<file path="src/rtl/core/mksm_pkg.sv">
package mksm_pkg;

    // Default sizing of the matcher.
    localparam int unsigned NUM_PATTERNS_DEF      = 51;
    localparam int unsigned MAX_PATTERN_BYTES_DEF = 24;

    // Keyword table: number of entries and width of each entry in bytes.
    localparam int unsigned TABLE_SIZE  = 51;
    localparam int unsigned TABLE_BYTES = 24;
    localparam int unsigned KW_W        = 8*TABLE_BYTES;

    localparam int unsigned DATA_W = 8;
    localparam int unsigned LANG_W = 32;

    // Keyword lengths in bytes.
    localparam int unsigned KW_LEN [TABLE_SIZE] = '{
        7, 4, 4, 4, 4, 3, 4, 4, 4, 3,
        7, 10, 3, 3, 5, 5, 6, 5, 7, 9,
        9, 6, 5, 6, 6, 6, 6, 7, 7, 12,
        3, 4, 5, 5, 6, 7, 7, 7, 7, 7,
        8, 5, 5, 6, 4, 5, 3, 23, 17, 23,
        17
    };

    // Keyword text, first byte in the most significant occupied byte.
    localparam logic [KW_W-1:0] KW_TEXT [TABLE_SIZE] = '{
        KW_W'(56'h687474703a2f2f),
        KW_W'(32'h2e636f6d),
        KW_W'(32'h2e777777),
        KW_W'(32'h2e6e6574),
        KW_W'(32'h2e6f7267),
        KW_W'(24'h2e7275),
        KW_W'(32'h7777772e),
        KW_W'(32'h776f772d),
        KW_W'(32'h2d776f77),
        KW_W'(24'h2e706c),
        KW_W'(56'h776f7767656172),
        KW_W'(80'h77d0be7767d0b5d0b072),
        KW_W'(24'hd0bc73),
        KW_W'(24'h2d6d73),
        KW_W'(40'h656173792d),
        KW_W'(40'h2d65617379),
        KW_W'(48'hd0b5d0b07379),
        KW_W'(40'h656173d183),
        KW_W'(56'h70726f6a656374),
        KW_W'(72'h7072d0be6ad0b56374),
        KW_W'(72'h7072d0be6ad0b56374),
        KW_W'(48'h2d7261737461),
        KW_W'(40'h7261737461),
        KW_W'(48'h72617374612d),
        KW_W'(48'h72d0b0737461),
        KW_W'(48'h67d0b5d0b072),
        KW_W'(48'h64656c757865),
        KW_W'(56'h64656c7578652d),
        KW_W'(56'h2d64656c757865),
        KW_W'(96'hd0b2d0bed0b2d0b3d0b8d180),
        KW_W'(24'h62697a),
        KW_W'(32'h2e62697a),
        KW_W'(40'h2ed180d183),
        KW_W'(40'h2ed180d184),
        KW_W'(48'h2e622f692f7a),
        KW_W'(56'h2ed0b1d0b8d0b7),
        KW_W'(56'h2ed0b1d0b8d0b7),
        KW_W'(56'h2ed0b1d0b8d0b7),
        KW_W'(56'h2ed0b1d0b8d0b7),
        KW_W'(56'h776f77666c6167),
        KW_W'(64'h77d0be77666c6167),
        KW_W'(40'h2d6c696f6e),
        KW_W'(40'h6c696f6e2d),
        KW_W'(48'h2d6c69d0be6e),
        KW_W'(32'h6c696f6e),
        KW_W'(40'h6c69d0be6e),
        KW_W'(24'h777777),
        KW_W'(184'hd09fd180d0b8d0b3d0bbd0b0d188d0b0d18e20d0bdd0b0),
        KW_W'(136'hd097d0b0d185d0bed0b4d0b820d0bdd0b0),
        KW_W'(184'hd09fd180d0b8d0b3d0bbd0b0d188d0b0d18e20d0bdd0b0),
        KW_W'(136'hd097d0b0d185d0bed0b4d0b820d0bdd0b0)
    };

    // Length of keyword p; entries past the table have no length.
    function automatic int unsigned kw_len(input int unsigned p);
        int unsigned len;
        len = 0;
        if (p < TABLE_SIZE)
        begin
            len = KW_LEN[p];
        end
        return len;
    endfunction

    // Byte j (counted from the start) of keyword p, zero outside the keyword.
    function automatic logic [DATA_W-1:0] kw_byte(input int unsigned p, input int unsigned j);
        logic [DATA_W-1:0] b;
        int unsigned       len;
        b   = '0;
        len = kw_len(p);
        if (j < len)
        begin
            b = KW_TEXT[p][(len-1-j)*DATA_W +: DATA_W];
        end
        return b;
    endfunction

    // ASCII-only lowering: A-Z become a-z, every other byte passes.
    function automatic logic [DATA_W-1:0] ascii_lower(input logic [DATA_W-1:0] b);
        logic [DATA_W-1:0] r;
        r = b;
        if (b >= 8'h41 && b <= 8'h5A)
        begin
            r = b + 8'h20;
        end
        return r;
    endfunction

endpackage

</file>
<file path="src/rtl/core/mksm_cell.sv">
// One keyword position across all keywords. Bit p is set when the first
// CELL_IDX+1 bytes of keyword p end at the newest byte of the message.
module mksm_cell #(
    parameter int unsigned CELL_IDX     = 0,
    parameter int unsigned NUM_PATTERNS = mksm_pkg::NUM_PATTERNS_DEF
) (
    input  logic                                clk,
    input  logic                                rst_n,
    input  logic                                shift_en,
    input  logic                                clear,
    input  logic [mksm_pkg::DATA_W-1:0]         byte_in,
    input  logic [NUM_PATTERNS-1:0]             prev_match,
    output logic [NUM_PATTERNS-1:0]             match_next,
    output logic [NUM_PATTERNS-1:0]             match_q
);

    logic [NUM_PATTERNS-1:0] match_reg;

    for (genvar p = 0; p < NUM_PATTERNS; p++)
    begin : g_pat
        if (CELL_IDX < mksm_pkg::kw_len(p))
        begin : g_used
            assign match_next[p] = prev_match[p]
                                 && (byte_in == mksm_pkg::kw_byte(p, CELL_IDX));
        end
        else
        begin : g_unused
            assign match_next[p] = 1'b0;
        end
    end

    always_ff @(posedge clk or negedge rst_n)
    begin
        if (!rst_n)
        begin
            match_reg <= '0;
        end
        else if (shift_en)
        begin
            match_reg <= clear ? '0 : match_next;
        end
    end

    assign match_q = match_reg;

endmodule

</file>
<file path="src/rtl/core/multi_keyword_stream_matcher.sv">
// A result appears on the master side in the cycle after the last byte of a
// message is accepted. Throughput: one byte per cycle while s_tready is high,
// set by the row of keyword position cells that all advance together on every
// accepted byte. Reset (rst_n, asynchronous, active low) clears every cell, the
// hit flag and the output register, and sets the bypass language code to all ones.
module multi_keyword_stream_matcher #(
    parameter int unsigned NUM_PATTERNS      = mksm_pkg::NUM_PATTERNS_DEF,
    parameter int unsigned MAX_PATTERN_BYTES = mksm_pkg::MAX_PATTERN_BYTES_DEF
) (
    input  logic                              clk,
    input  logic                              rst_n,
    // Slave side: one message byte per transfer.
    input  logic                              s_tvalid,
    output logic                              s_tready,
    input  logic [7:0]                        s_tdata,  // [7:0] message_byte
    input  logic                              s_tlast,  // last_of_message
    input  logic [32:0]                       s_tuser,  // [0] sender_is_privileged,
                                                        // [32:1] language_id
    // Master side: one verdict per message.
    output logic                              m_tvalid,
    input  logic                              m_tready,
    output logic [7:0]                        m_tdata,  // [0] blocked, [7:1] zero
    // Configuration: bypass language code.
    input  logic                              cfg_we,
    input  logic [mksm_pkg::LANG_W-1:0]       cfg_wdata
);

    logic                              in_xfer;
    logic [mksm_pkg::DATA_W-1:0]       low_byte;
    logic                              sender_priv;
    logic [mksm_pkg::LANG_W-1:0]       lang_id;

    logic [mksm_pkg::LANG_W-1:0]       addon_code_reg;
    logic                              hit_seen_reg;
    logic                              hit_seen_next;
    logic                              out_valid_reg;
    logic                              out_valid_next;
    logic                              blocked_reg;
    logic                              blocked_next;

    logic [NUM_PATTERNS-1:0]           cell_q    [MAX_PATTERN_BYTES];
    logic [NUM_PATTERNS-1:0]           cell_next [MAX_PATTERN_BYTES];
    logic [NUM_PATTERNS-1:0]           pat_hit;
    logic                              any_hit;

    // The output register parts the two sides: a new byte is taken whenever
    // the pending verdict is empty or is leaving in this cycle.
    assign s_tready    = !out_valid_reg || m_tready;
    assign in_xfer     = s_tvalid && s_tready;
    assign low_byte    = mksm_pkg::ascii_lower(s_tdata);
    assign sender_priv = s_tuser[0];
    assign lang_id     = s_tuser[32:1];

    // Row of cells. Cell k tracks, for every keyword, whether its first k+1
    // bytes end at the newest byte. Each cell extends the partial matches of
    // its left neighbor by the incoming byte, so a keyword of length L is
    // found when cell L-1 would be set. Cells clear after the last byte, so
    // no match reaches back into an earlier message.
    for (genvar k = 0; k < MAX_PATTERN_BYTES; k++)
    begin : g_cell
        logic [NUM_PATTERNS-1:0] prev;

        if (k == 0)
        begin : g_head
            assign prev = '1;
        end
        else
        begin : g_body
            assign prev = cell_q[k-1];
        end

        mksm_cell #(
            .CELL_IDX     (k),
            .NUM_PATTERNS (NUM_PATTERNS)
        ) u_cell (
            .clk        (clk),
            .rst_n      (rst_n),
            .shift_en   (in_xfer),
            .clear      (s_tlast),
            .byte_in    (low_byte),
            .prev_match (prev),
            .match_next (cell_next[k]),
            .match_q    (cell_q[k])
        );
    end

    // A keyword ends at the current byte when its final position cell fires.
    // Keywords longer than the row can never be seen.
    for (genvar p = 0; p < NUM_PATTERNS; p++)
    begin : g_hit
        if (mksm_pkg::kw_len(p) >= 1 && mksm_pkg::kw_len(p) <= MAX_PATTERN_BYTES)
        begin : g_fits
            assign pat_hit[p] = cell_next[mksm_pkg::kw_len(p) - 1][p];
        end
        else
        begin : g_never
            assign pat_hit[p] = 1'b0;
        end
    end

    assign any_hit = |pat_hit;

    // The hit flag is sticky within a message; the verdict is formed on the
    // last byte, where the bypass inputs are sampled.
    always_comb
    begin
        hit_seen_next  = hit_seen_reg;
        out_valid_next = out_valid_reg;
        blocked_next   = blocked_reg;
        if (out_valid_reg && m_tready)
        begin
            out_valid_next = 1'b0;
        end
        if (in_xfer)
        begin
            if (s_tlast)
            begin
                hit_seen_next  = 1'b0;
                out_valid_next = 1'b1;
                blocked_next   = (hit_seen_reg || any_hit)
                               && !sender_priv
                               && (lang_id != addon_code_reg);
            end
            else
            begin
                hit_seen_next = hit_seen_reg || any_hit;
            end
        end
    end

    always_ff @(posedge clk or negedge rst_n)
    begin
        if (!rst_n)
        begin
            addon_code_reg <= '1;
            hit_seen_reg   <= 1'b0;
            out_valid_reg  <= 1'b0;
            blocked_reg    <= 1'b0;
        end
        else
        begin
            if (cfg_we)
            begin
                addon_code_reg <= cfg_wdata;
            end
            hit_seen_reg  <= hit_seen_next;
            out_valid_reg <= out_valid_next;
            blocked_reg   <= blocked_next;
        end
    end

    assign m_tvalid = out_valid_reg;
    assign m_tdata  = {7'b0, blocked_reg};

endmodule
</file>
<file path="config.mk">
export PLATFORM = sky130hd
export DESIGN_NAME = multi_keyword_stream_matcher
export DESIGN_NICKNAME = d
export VERILOG_FILES = /design/src/rtl/core/mksm_pkg.sv /design/src/rtl/core/mksm_cell.sv /design/src/rtl/core/multi_keyword_stream_matcher.sv
export SDC_FILE = /design/constraint.sdc
export NUM_CORES = 1
export LEC_CHECK = 0
export BUFFER_PORTS_ARGS = -buffer_cell sky130_fd_sc_hd__buf_2
export CORE_MARGIN = 10
export CORE_UTILIZATION = 63
export DETAILED_ROUTE_END_ITERATION = 10
export GPL_TIMING_DRIVEN = 0
export PLACE_DENSITY = 0.88
export SYNTH_ARGS = -nofsm -noshare
export SYNTH_HDL_FRONTEND = slang
export SYNTH_SLANG_ARGS = --single-unit
</file>
<file path="constraint.sdc">
create_clock -name clk -period 4.75 [get_ports clk]
set_input_delay 0.475 -clock clk [delete_from_list [all_inputs] [get_ports clk]]
set_output_delay 0.475 -clock clk [all_outputs]
set_load 0.02 [all_outputs]
</file>
==> results.json <==
{
  "clock_sinks": 205,
  "areaGrowthSynthToFinish_pct": 16.9,
  "yosys_most_used_dff": "dfrtp_1",
  "antenna_found_initial": 1,
  "synth.area.top_cells": "dfrtp_1, a22o_1, dfstp_2, mux2_2, xnor2_1",
  "p_switching_w": 0.000983,
  "worstSetupPathType": "in -> reg",
  "ant_nets": 0,
  "yosysWarnings": 0,
  "p_seq_share_pct": 46.5,
  "num_vias": 6641,
  "initial_core_util_pct": 64.5,
  "routedWlPerCell_um": 28.5,
  "p_sw_share_pct": 25.1,
  "yosysTopAreaCell": "dfrtp_1",
  "cts_resized": 0,
  "clockBufferDepth": 3,
  "fp.dieW_um": 136,
  "hold_violations": 0,
  "synthesis.area_um2": 8540,
  "achievable-frequency_mhz": 349,
  "drc": 0,
  "rows": 42,
  "synthAdderAreaFrac_pct": 0.146,
  "cts-root-buf": "clkbuf_16",
  "synthCells": 664,
  "status": "completed",
  "grt_pass1_vias": 6946,
  "layout_min_cycle_time_ns": 2.86,
  "fin_nets": 853,
  "cts_buffers": 22,
  "drive_above_1_share_pct": 27.1,
  "clock_latency_ns": 0.53,
  "nFillCells": 873,
  "clockPowerShare_pct": 45.8,
  "grt_use_total_pct": 30.0,
  "grt_pass1_wl_um": 42000,
  "dieArea_um2": 18600,
  "clkSlewWorstSetupHoldPaths_ns": 0.07,
  "syn_avg_cell_area_um2": 12.9,
  "utilization_pct": 75.4,
  "required_ns": 5.21,
  "grt_max_degree": 133,
  "worstPathMaxFanout": 7,
  "synth-compound-area-share_pct": 20.0,
  "setup_viol": 0,
  "powerDensity_nw_per_um2": 392,
  "io_buffers": 77,
  "synth_top_family_by_area": "compound AO/OA/AOI/OAI gates",
  "synth_simple_gate_area_share_pct": 8.73,
  "io_pins": 89,
  "worst_ir_drop_vdd_mv": 0.407,
  "setup.worst_path.start_class": "input port",
  "dp_hpwl_um": 18800,
  "r2r_slack_ns": 2.08,
  "end_kind": "register",
  "ys_seq_area_share_pct": 60.5,
  "maxCapViolCount": 0,
  "fp.dieH_um": 136,
  "largest_register_ffs": 170,
  "post-route-period-util_pct": 60.3,
  "firstDrtPassIters": 5,
  "place.gp.congestion": 1.00,
  "finClkSkew_ns": 0.0164,
  "p_int_w": 0.00293,
  "core_um2": 13200,
  "async_reset_ff_share_pct": 100,
  "arrival_ns": 3.32,
  "vias_per_cell": 6.87,
  "fin_setup_tns_ns": 0,
  "ys_ff_latch": 205,
  "synthXorXnorAreaFrac_pct": 3.28,
  "synth_top_area_share_pct": 50.7,
  "slew-limit-headroom_pct": 14.0,
  "grt_overflow": 0,
  "hold_path.class": "in -> reg",
  "maxSlewViolCount": 0,
  "rsz0062_at_grt": "no",
  "synthMuxAreaShare_pct": 4.47,
  "htreeDepth": 1,
  "synth_edf_count": 0,
  "synth.distinct_cells": 59,
  "tritoncts": "done",
  "worstMarginPinSlew_ns": 1.28,
  "combPwrFrac_pct": 7.7,
  "p_leak_nw": 4.60,
  "drt_iter0_markers": 804,
  "wl_um": 27500
}
## worst max-delay path: stages
cell and delay (ns):
buf_2 0.15, ha_1 0.32, nor2b_1 0.27, a21oi_4 0.10, nor3_2 0.55, nand2_1 0.31, nor4_2 0.86, a22o_1 0.27
## cell type report
type                       instances  area [um^2]  area share (%)
antenna                            1         2.50          0.0251
buffer                            47          229            2.29
clock buffer                      26          596            5.97
clock inverter                    14          166            1.67
inverter                           2         7.51          0.0752
multi-input combinational        416         3160            31.6
sequential                       205         5170            51.8
tap                              176          220            2.21
timing repair buffer              79          433            4.34
## cell usage after synthesis, drive strengths merged, types with 3 or more instances
master and instances:
clkbuf 22, xnor2 32, buf 25, mux2 33, dfstp 32, o21ai 13, nand3 9, nor2b 7
nor4 9, o31ai 4, o22ai 3, a22o 129, nand2 30, a32o 22, dfrtp 173, nor3 9
nand2b 8, nand4 11, and3 6, a21oi 7, a21o 8, nor2 33, or3 4
## kinds of logic after synthesis
| kind of cell | count (synthesis) |
|---|---|
| muxes | 34 |
| DFF | 205 |
| other | 1 |
| buffers and inverters | 49 |
| and+or+nand+nor | 140 |
| adders and majority gates | 1 |
| AOI/OAI and AO/OA | 202 |
| xor gates and xnor gates | 32 |
## path summary, 6_finish.rpt
| path | to | cells after the start | startpoint |
|---|---|---|---|
| worst max-delay path | g_cell[1].u_cell.match_q[43] | 8 | s_tdata[5] |
| worst min-delay path | addon_code_reg[16] | 2 | cfg_wdata[16] |
| max in group asynchronous | g_cell[2].u_cell.match_q[33] | 3 | rst_n |
| worst max register to register | g_cell[1].u_cell.match_q[43] | 7 | m_tvalid |
| worst min register to register | g_cell[0].u_cell.match_q[25] | 1 | g_cell[0].u_cell.match_q[25] |
| min in group asynchronous | g_cell[0].u_cell.match_q[45] | 2 | rst_n |
## metal layers
metal  global-route usage [%]  up-vias  part of all wire [%]
li1                         -     2737                     -
met1                     39.2     3369                    38
met2                     47.7      445                    48
met3                     6.24       90                   9.7
met4                     12.8        0                   4.2
met5                        0        -                     0
## power groups by stage
stage                     clock network (W)  registers [W]  logic, W
after floorplan                           0        0.00184  0.000153
after global placement                    0        0.00184  0.000277
after detailed placement                  0        0.00185  0.000289
after CTS                           0.00179        0.00182  0.000294
after global routing                0.00185        0.00182  0.000319
final                               0.00179        0.00182  0.000299
## layout by cell type, fill, tap and decap left out, drive strengths merged, types with 7 or more instances in the layout
cell,instances
dfrtp,173
a22o,129
buf,103
clkbuf,48
mux2,33
nor2,33
xnor2,32
dfstp,32
nand2,30
a32o,22
o21ai,13
nand4,11
nand3,9
nor4,9
nor3,9
nand2b,8
a21o,8
nor2b,7
conb,7
a21oi,7
clkinv,7
## through the flow
| stage | cell area (um^2) | power, W | worst slack [ns] | std cells | hold slack, ns |
|---|---|---|---|---|---|
| after global routing | 9980 | 0.00399 | 1.88 | 966 | 0.172 |
| after detailed placement | 9210 | 0.00214 | 1.46 | 924 | 0.475 |
| after CTS | 9980 | 0.00390 | 1.96 | 965 | 0.173 |
| after floorplan | 8560 | 0.00200 | 2.50 | 670 | 0.179 |
| after global placement | 9170 | 0.00212 | 0.128 | 923 | 0.461 |
| final | 9980 | 0.00391 | 1.89 | 966 | 0.176 |
## repair_timing
action                     4_1_cts  5_1_grt
buffers inserted                 0        0
setup endpoints to repair        0        0
hold endpoints to repair        43        0
hold buffers                     1        0
Note: power is estimated with default switching activity, not from simulation.
